--- config.mk ---
export PLATFORM = sky130hd
export DESIGN_NAME = tail_drop_packet_buffer_unit_flat
export DESIGN_NICKNAME = d
export VERILOG_FILES = /design/src/tdpb_pkg.sv /design/src/tdpb_if.sv /design/src/tdpb_ring.sv /design/src/tail_drop_packet_buffer_unit.sv /design/src/flat_wrapper.sv
export SDC_FILE = /design/constraint.sdc
export NUM_CORES = 2
export LEC_CHECK = 0
export BUFFER_PORTS_ARGS = -buffer_cell sky130_fd_sc_hd__buf_2
export CAP_MARGIN = 25
export CELL_PAD_IN_SITES_DETAIL_PLACEMENT = 0
export CELL_PAD_IN_SITES_GLOBAL_PLACEMENT = 2
export CORE_ASPECT_RATIO = 2
export CORE_MARGIN = 5
export CORE_UTILIZATION = 40
export CTS_BUF_LIST = sky130_fd_sc_hd__clkbuf_16
export CTS_CLUSTER_DIAMETER = 100
export CTS_CLUSTER_SIZE = 20
export DETAILED_ROUTE_END_ITERATION = 12
export GPL_TIMING_DRIVEN = 0
export HOLD_SLACK_MARGIN = 0.1
export PLACE_DENSITY_LB_ADDON = 0.1
export SLEW_MARGIN = 20
export SYNTH_ARGS = -nofsm -noshare
export SYNTH_HDL_FRONTEND = slang
export SYNTH_HIERARCHICAL = 1
export SYNTH_SLANG_ARGS = --single-unit
--- constraint.sdc ---
create_clock -name i_clk -period 9.6 [get_ports i_clk]
set_clock_uncertainty 0.2 [all_clocks]
set_input_delay 1.92 -clock i_clk [delete_from_list [all_inputs] [get_ports i_clk]]
set_output_delay 1.92 -clock i_clk [all_outputs]
set_load 0.01 [all_outputs]
--- src/tdpb_pkg.sv ---
// Package for the tail drop packet buffer.
// Holds the widths, the queue depth and the sequencer state type.
// Used by the channel interfaces, the ring memory and the top level.
package tdpb_pkg;

    localparam int QUEUE_DEPTH = 64;
    localparam int IDX_W       = (QUEUE_DEPTH > 1) ? $clog2(QUEUE_DEPTH) : 1;
    localparam int CNT_W       = $clog2(QUEUE_DEPTH + 1);
    localparam int TIME_W      = 40;
    localparam int ARR_W       = 32;
    localparam int PROC_W      = 20;
    localparam int SIZE_W      = 7;

    localparam logic [SIZE_W-1:0] SIZE_RESET = SIZE_W'(64);

    typedef logic [TIME_W-1:0] t_time;
    typedef logic [IDX_W-1:0]  t_idx;
    typedef logic [CNT_W-1:0]  t_cnt;

    typedef enum logic {
        S_IDLE,
        S_CHECK
    } t_state;

endpackage

--- src/tdpb_if.sv ---
// Channel interfaces for the tail drop packet buffer: packet input,
// result output and buffer size configuration.
// Depends on tdpb_pkg for the field widths.
interface tdpb_in_if;
    logic                        valid;
    logic                        ready;
    logic [tdpb_pkg::ARR_W-1:0]  arr_tick;
    logic [tdpb_pkg::PROC_W-1:0] proc_ticks;

    modport source (output valid, output arr_tick, output proc_ticks, input ready);
    modport sink   (input valid, input arr_tick, input proc_ticks, output ready);
endinterface

interface tdpb_out_if;
    logic                        valid;
    logic                        ready;
    logic                        dropped;
    logic [tdpb_pkg::TIME_W-1:0] start_tick;

    modport source (output valid, output dropped, output start_tick, input ready);
    modport sink   (input valid, input dropped, input start_tick, output ready);
endinterface

interface tdpb_cfg_if;
    logic                        valid;
    logic                        ready;
    logic [tdpb_pkg::SIZE_W-1:0] buffer_size;

    modport source (output valid, output buffer_size, input ready);
    modport sink   (input valid, input buffer_size, output ready);
endinterface

--- src/tdpb_ring.sv ---
// Ring memory of finish times for the tail drop packet buffer.
// One write port and one registered read port; depends on tdpb_pkg.
module tdpb_ring (
    input  logic            i_clk,
    input  logic            i_we,
    input  tdpb_pkg::t_idx  i_waddr,
    input  tdpb_pkg::t_time i_wdata,
    input  tdpb_pkg::t_idx  i_raddr,
    output tdpb_pkg::t_time o_rdata
);

    tdpb_pkg::t_time r_mem [tdpb_pkg::QUEUE_DEPTH];
    tdpb_pkg::t_time r_rdata;

    always_ff @(posedge i_clk) begin
        if (i_we) begin
            r_mem[i_waddr] <= i_wdata;
        end
        r_rdata <= r_mem[i_raddr];
    end

    assign o_rdata = r_rdata;

endmodule

--- src/tail_drop_packet_buffer_unit.sv ---
// Top level of the tail drop packet buffer.
// Depends on tdpb_pkg, the channel interfaces in tdpb_if and tdpb_ring.
//
// Each packet transfer on i_in carries an arrival time and a processing
// time. The unit keeps the finish times of held packets in a ring memory,
// retires from the head every entry that finishes at or before the
// arrival, then accepts the packet (start at its arrival when the queue is
// empty, else at the last finish time) or drops it when the queue is not
// empty and holds at least buffer_size entries or all QUEUE_DEPTH slots.
// One result transfer on o_out follows each packet. The head entry is
// read from the registered read port of the ring memory, and each retire
// step reads the next head. The decision step after the last retire step
// loads the output register; i_in is ready again as the result appears.
// If the receiver stalls, the finished result waits in the output register
// and the next packet is taken and processed, holding its decision until
// the output register frees. i_cfg writes buffer_size and is always ready.
// Reset empties the queue, clears the last finish time and sets
// buffer_size to 64; the ring memory contents need no clearing.
module tail_drop_packet_buffer_unit (
    input  logic        i_clk,
    input  logic        i_rst_n,
    tdpb_in_if.sink     i_in,
    tdpb_out_if.source  o_out,
    tdpb_cfg_if.sink    i_cfg
);

    tdpb_pkg::t_state r_state, n_state;
    tdpb_pkg::t_idx   r_head, n_head;
    tdpb_pkg::t_cnt   r_count, n_count;
    tdpb_pkg::t_time  r_last, n_last;
    logic [tdpb_pkg::SIZE_W-1:0] r_size;
    logic             r_out_valid, n_out_valid;
    logic             r_dropped, n_dropped;
    tdpb_pkg::t_time  r_start, n_start;
    logic [tdpb_pkg::ARR_W-1:0]  r_arrival, n_arrival;
    logic [tdpb_pkg::PROC_W-1:0] r_proc, n_proc;

    logic            ring_we;
    tdpb_pkg::t_idx  ring_waddr;
    tdpb_pkg::t_time ring_wdata;
    tdpb_pkg::t_idx  ring_raddr;
    tdpb_pkg::t_time ring_rdata;

    tdpb_pkg::t_time         arrival_ext;
    tdpb_pkg::t_idx          head_inc;
    logic [tdpb_pkg::IDX_W:0] tail_sum;
    tdpb_pkg::t_idx          tail_slot;
    logic                    retire;
    logic                    out_free;
    logic                    has_room;
    tdpb_pkg::t_time         add_base;
    logic [tdpb_pkg::TIME_W:0] add_sum;
    tdpb_pkg::t_time         finish;

    tdpb_ring u_ring (
        .i_clk   (i_clk),
        .i_we    (ring_we),
        .i_waddr (ring_waddr),
        .i_wdata (ring_wdata),
        .i_raddr (ring_raddr),
        .o_rdata (ring_rdata)
    );

    assign i_in.ready       = (r_state == tdpb_pkg::S_IDLE);
    assign i_cfg.ready      = 1'b1;
    assign o_out.valid      = r_out_valid;
    assign o_out.dropped    = r_dropped;
    assign o_out.start_tick = r_start;

    always_comb begin
        arrival_ext = tdpb_pkg::TIME_W'(r_arrival);
        head_inc    = (32'(r_head) == tdpb_pkg::QUEUE_DEPTH - 1) ?
                      '0 : r_head + tdpb_pkg::IDX_W'(1);
        tail_sum    = (tdpb_pkg::IDX_W + 1)'(r_head)
                    + (tdpb_pkg::IDX_W + 1)'(r_count);
        tail_slot   = (32'(tail_sum) >= tdpb_pkg::QUEUE_DEPTH) ?
                      tdpb_pkg::IDX_W'(32'(tail_sum) - tdpb_pkg::QUEUE_DEPTH) :
                      tdpb_pkg::IDX_W'(tail_sum);
        retire      = (r_count != '0) && (ring_rdata <= arrival_ext);
        out_free    = !r_out_valid || o_out.ready;
        has_room    = (32'(r_count) < 32'(r_size))
                   && (32'(r_count) < tdpb_pkg::QUEUE_DEPTH);
        add_base    = (r_count == '0) ? arrival_ext : r_last;
        add_sum     = {1'b0, add_base} + (tdpb_pkg::TIME_W + 1)'(r_proc);
        finish      = add_sum[tdpb_pkg::TIME_W] ? '1 : add_sum[tdpb_pkg::TIME_W-1:0];
    end

    always_comb begin
        n_state     = r_state;
        n_head      = r_head;
        n_count     = r_count;
        n_last      = r_last;
        n_out_valid = r_out_valid && !o_out.ready;
        n_dropped   = r_dropped;
        n_start     = r_start;
        n_arrival   = r_arrival;
        n_proc      = r_proc;
        ring_we     = 1'b0;
        ring_waddr  = tail_slot;
        ring_wdata  = finish;
        ring_raddr  = r_head;

        unique case (r_state)
            tdpb_pkg::S_IDLE: begin
                if (i_in.valid) begin
                    n_arrival = i_in.arr_tick;
                    n_proc    = i_in.proc_ticks;
                    n_state   = tdpb_pkg::S_CHECK;
                end
            end
            tdpb_pkg::S_CHECK: begin
                if (retire) begin
                    n_head     = head_inc;
                    n_count    = r_count - tdpb_pkg::CNT_W'(1);
                    ring_raddr = head_inc;
                end else if (out_free) begin
                    n_out_valid = 1'b1;
                    n_state     = tdpb_pkg::S_IDLE;
                    if (r_count == '0 || has_room) begin
                        n_dropped = 1'b0;
                        n_start   = add_base;
                        n_last    = finish;
                        n_count   = r_count + tdpb_pkg::CNT_W'(1);
                        ring_we   = 1'b1;
                    end else begin
                        n_dropped = 1'b1;
                        n_start   = r_last;
                    end
                end
            end
            default: begin
                n_state = tdpb_pkg::S_IDLE;
            end
        endcase
    end

    always_ff @(posedge i_clk) begin
        if (!i_rst_n) begin
            r_state     <= tdpb_pkg::S_IDLE;
            r_head      <= '0;
            r_count     <= '0;
            r_last      <= '0;
            r_out_valid <= 1'b0;
            r_size      <= tdpb_pkg::SIZE_RESET;
        end else begin
            r_state     <= n_state;
            r_head      <= n_head;
            r_count     <= n_count;
            r_last      <= n_last;
            r_out_valid <= n_out_valid;
            if (i_cfg.valid) begin
                r_size <= i_cfg.buffer_size;
            end
        end
    end

    always_ff @(posedge i_clk) begin
        r_dropped <= n_dropped;
        r_start   <= n_start;
        r_arrival <= n_arrival;
        r_proc    <= n_proc;
    end

endmodule
--- src/flat_wrapper.sv ---
// flat-port wrapper written by rule: the top's interface ports become plain ports
module tail_drop_packet_buffer_unit_flat 
  (i_clk, i_rst_n, i_in_valid, i_in_arr_tick, i_in_proc_ticks, i_in_ready, o_out_valid, o_out_dropped, o_out_start_tick, o_out_ready, i_cfg_valid, i_cfg_buffer_size, i_cfg_ready);
  tdpb_in_if i_in_i ();
  tdpb_out_if o_out_i ();
  tdpb_cfg_if i_cfg_i ();
  input  logic i_clk;
  input  logic i_rst_n;
  input wire logic [$bits(i_in_i.valid)-1:0] i_in_valid;
  input wire logic [$bits(i_in_i.arr_tick)-1:0] i_in_arr_tick;
  input wire logic [$bits(i_in_i.proc_ticks)-1:0] i_in_proc_ticks;
  output wire logic [$bits(i_in_i.ready)-1:0] i_in_ready;
  output wire logic [$bits(o_out_i.valid)-1:0] o_out_valid;
  output wire logic [$bits(o_out_i.dropped)-1:0] o_out_dropped;
  output wire logic [$bits(o_out_i.start_tick)-1:0] o_out_start_tick;
  input wire logic [$bits(o_out_i.ready)-1:0] o_out_ready;
  input wire logic [$bits(i_cfg_i.valid)-1:0] i_cfg_valid;
  input wire logic [$bits(i_cfg_i.buffer_size)-1:0] i_cfg_buffer_size;
  output wire logic [$bits(i_cfg_i.ready)-1:0] i_cfg_ready;
  assign i_in_i.valid = i_in_valid;
  assign i_in_i.arr_tick = i_in_arr_tick;
  assign i_in_i.proc_ticks = i_in_proc_ticks;
  assign i_in_ready = i_in_i.ready;
  assign o_out_valid = o_out_i.valid;
  assign o_out_dropped = o_out_i.dropped;
  assign o_out_start_tick = o_out_i.start_tick;
  assign o_out_i.ready = o_out_ready;
  assign i_cfg_i.valid = i_cfg_valid;
  assign i_cfg_i.buffer_size = i_cfg_buffer_size;
  assign i_cfg_ready = i_cfg_i.ready;
  tail_drop_packet_buffer_unit u_core (.i_clk(i_clk), .i_rst_n(i_rst_n), .i_in(i_in_i), .o_out(o_out_i), .i_cfg(i_cfg_i));
endmodule
==> run_results.csv <==
group,metric,value,unit
status,outcome,"finished, final reports clean",
synthesis,async_flop_share,0,%
synthesis,syn_avg_cell_area,20.90,um^2
synthesis,ys.flop_type,"edfxtp_1",
timing,max_freq,123.9,MHz
floorplanning,rows,268,
timing,hold_ws,0.2996,ns
power_and_ir_drop,p_int,17660,uW
cts,cts_max_level,4,
global_routing,grt_pass1_vias,56144,
setup_path,rrSetupSlack,1.53,ns
min_path,hp-start,"u_core/r_last[0]",
run,maxCapViolCount,0,
cells_and_area,area_delta_synth_final,13.95,%
timing,period_minus_slack,8.073,ns
timing,finalCritPeriodShare,84.10,%
detailed_routing,drt_wl_total,357400,um
global_routing,grt_overflow,0,
timing,report.final.slew_viol_count,0,
timing,relSlewSlack,21.40,%
detailed_routing,drc_errors,0,
setup_path,r2r_end,"u_core/u_ring/r_mem[24][36]",
floorplanning,die_area,277600,um^2
global_routing,antenna_found_initial,12,
cells_and_area,fin_util,45.70,%
setup_path,cp_data_required_time,9.93,ns
cts,clock_latency,0.87,ns
setup_path,reg2reg_depth,19,
detailed_routing,drtIter0Drc,5098,
synthesis,synthTopCellsByArea,"edfxtp_1, mux4_2, dfxtp_1",
power_and_ir_drop,ir_drop,0.0001412,V
setup_path,worst-path-max-fanout,48,
detailed_routing,vias,54192,
cts,clk_path_buf_depth,4,
cells_and_area,layout.nets,5735,
timing,rsz0062_at_grt,"false",
timing,setup_violations,0,
power_and_ir_drop,comb_power_share,9.6,%
timing,finalHoldViolCount,0,
power_and_ir_drop,power.leakage,0.03791,uW
cts,cts_buffers,163,
power_and_ir_drop,swShare,24.48,%
synthesis,synth_common_cells,"edfxtp_1, mux4_2, nor2_1",
setup_path,crit_path_end_kind,"register",
power_and_ir_drop,power_frac_clock,29.7,%
synthesis,seq_area_frac_synth,76.63,%
detailed_routing,dr.pass1.iters,5,
cts,post_cts_buffers,0,
detailed_routing,ant_nets,0,
floorplanning,start_util,40.10,%
power_and_ir_drop,p_sw,5726,uW
floorplanning,io_pins,108,
place,dp_hpwl,258000,um
cells_and_area,drive_gt1_share,25.81,%
min_path,hold_depth,2,
synthesis,syn_inst,5102,
setup_path,setup.worst_path.start_class,"register",
place,gp_congestion,0.8510,
synthesis,syn-cell-area,106600,um^2
cts,cts_resized,0,
setup_path,cp.arrival,8.41,ns
cts,clkTransAtPathRegs,0.09,ns
cts,cts_tree,"yes",
synthesis,syn_nets,5238,
power_and_ir_drop,power_frac_seq,60.6,%
synthesis,synth_edf_count,2653,
synthesis,synth_cell_types,79,
timing,worst_pin_slew,1.171,ns
place,numPortBuffers,105,
floorplanning,die_w,375.1,um
global_routing,grt_max_degree,65,
synthesis,yosysTopAreaCell,"edfxtp_1",
synthesis,ys_warn_count,6,
synthesis,yosysTopAreaCellShare,74.71,%
detailed_routing,wl_per_cell,38.90,um
setup_path,reg2reg_from,"u_core/r_count[3]",
cts,clock-root-buffer,"clkbuf_16",
min_path,holdPathEnd,"u_core/r_last[0]",
floorplanning,die_y,740.2,um
cts,cts_hold_buf,0,
floorplanning,core_area,265900,um^2
synthesis,synth-seq-cells,2755,
synthesis,synthMostInstantiatedCell,"edfxtp_1",
min_path,hp-class,"reg2reg",
cts,cts.sinks,2755,
detailed_routing,viasPerCell,5.898,
setup_path,critPathKind,"reg2reg",
global_routing,grt.total_usage,25.41,%
global_routing,grt_pass1_wl,481900,um
power_and_ir_drop,power.density,192.5,nW/um^2
## logic make-up after synthesis
logic type / synth area share, %
flip-flops: 76.63
multiplexers: 14.44
AO/OA/AOI/OAI: 3.867
AND/OR/NAND/NOR: 2.307
buffers and inverters: 1.558
adder cells (fa/ha/maj): 0.8659
XOR/XNOR: 0.3368
other: 0.003517
## critical path, cell delays in order, from the launching register on
cell and delay [ns]:
dfxtp_1 0.42, nor4_1 0.92, nand2_1 0.31, clkbuf_1 0.41
clkbuf_1 0.38, clkbuf_1 0.39, clkbuf_1 0.41, nand2_1 0.16
o21ai_0 0.12, ha_1 0.31, clkbuf_1 0.26, a21oi_1 0.30
o21ai_0 0.18, nor2b_1 0.16, a211oi_1 0.62, a21oi_1 0.28
and3_1 0.26, xnor2_1 0.90, nand2_4 0.34, buf_12 0.27
## power groups by stage
stage	logic, uW	clock network [uW]	registers (uW)
global route	2380	7550	14200
floorplan	826	0	14500
CTS	2290	7170	14200
global placement	1870	0	14700
finish	2250	6950	14200
detailed placement	2290	0	14500
## routing by layer
layer	vias up	track usage (%)	part of all wire, %
met5	-	0	0
met4	0	12.48	6.1
met3	505	2.345	3.8
met2	1646	48.59	56
met1	29833	27.95	34
li1	22208	-	-
## cells in the final DEF (no fill, tap or decap), types with 26 or more instances in the layout
cell       synthesis  layout
nand3_1           27      27
nand2_1          128      93
buf_2             86     199
clkbuf_16          0     163
nand2_4            1      34
buf_16             0      77
o21ai_0           85      84
mux4_2           608     608
clkbuf_1         108     101
buf_12             0     110
o22a_1            26      26
o221ai_1          42      42
mux2_2            39      39
o22ai_1          145     145
dfxtp_1          102     102
mux2i_1          126     125
a21oi_1          117     116
edfxtp_1        2653    2653
a221oi_1          35      35
buf_4             52      75
nor2_4             1      65
ha_1              69      69
inv_1             59     107
nor2_1           158      94
## worst max path at each step
stage	startpoint	endpoint	cells past startpoint
finish	u_core/r_count[3]	u_core/u_ring/r_mem[24][36]	19
global placement	u_core/r_count[2]	u_core/u_ring/r_mem[26][34]	16
floorplan	u_core/r_count[1]	u_core/u_ring/r_mem[0][34]	17
global route	u_core/r_count[2]	u_core/u_ring/r_mem[33][35]	19
detailed placement	u_core/r_count[2]	u_core/u_ring/r_mem[31][24]	19
CTS	u_core/r_count[2]	u_core/u_ring/r_mem[47][24]	19
## area by class of cell
cell class	count	area, um^2
flip-flops and latches	2755	81710
inverters	60	225.2
fillers	22368	144400
repair buffers	332	5179
clock buffers	163	4079
well taps	3510	4392
clock inverters	56	249.0
diodes	25	62.56
plain buffers	278	1446
multi-input cells	2009	24170
## metrics by stage
| stage | area [um^2] | power [uW] | instances | setup slack (ns) | TNS, ns |
|---|---|---|---|---|---|
| final | 121500 | 23390 | 9188 | 1.527 | 0 |
| after global routing | 121500 | 24120 | 9185 | 1.226 | 0 |
| after CTS | 121400 | 23640 | 9160 | 1.332 | 0 |
| after detailed placement | 117100 | 16750 | 8941 | 1.346 | 0 |
| after global placement | 111600 | 16540 | 8717 | -3.524 | -1264.75 |
| after floorplan | 106600 | 15330 | 5102 | 2.668 | 0 |
## state kept, by name (all words and copies together), names as in the netlist
signal,count
u_core/r_arrival,32
u_core/o_out.start_tick,40
u_core/r_proc,20
u_core/r_state,1
u_core/r_size,7
u_core/r_head,6
u_core/u_ring/o_rdata,40
u_core/u_ring/r_mem,2560
u_core/r_last,40
u_core/o_out.dropped,1
u_core/r_count,7
u_core/o_out.valid,1
Note: power is estimated with default switching activity, not from simulation.
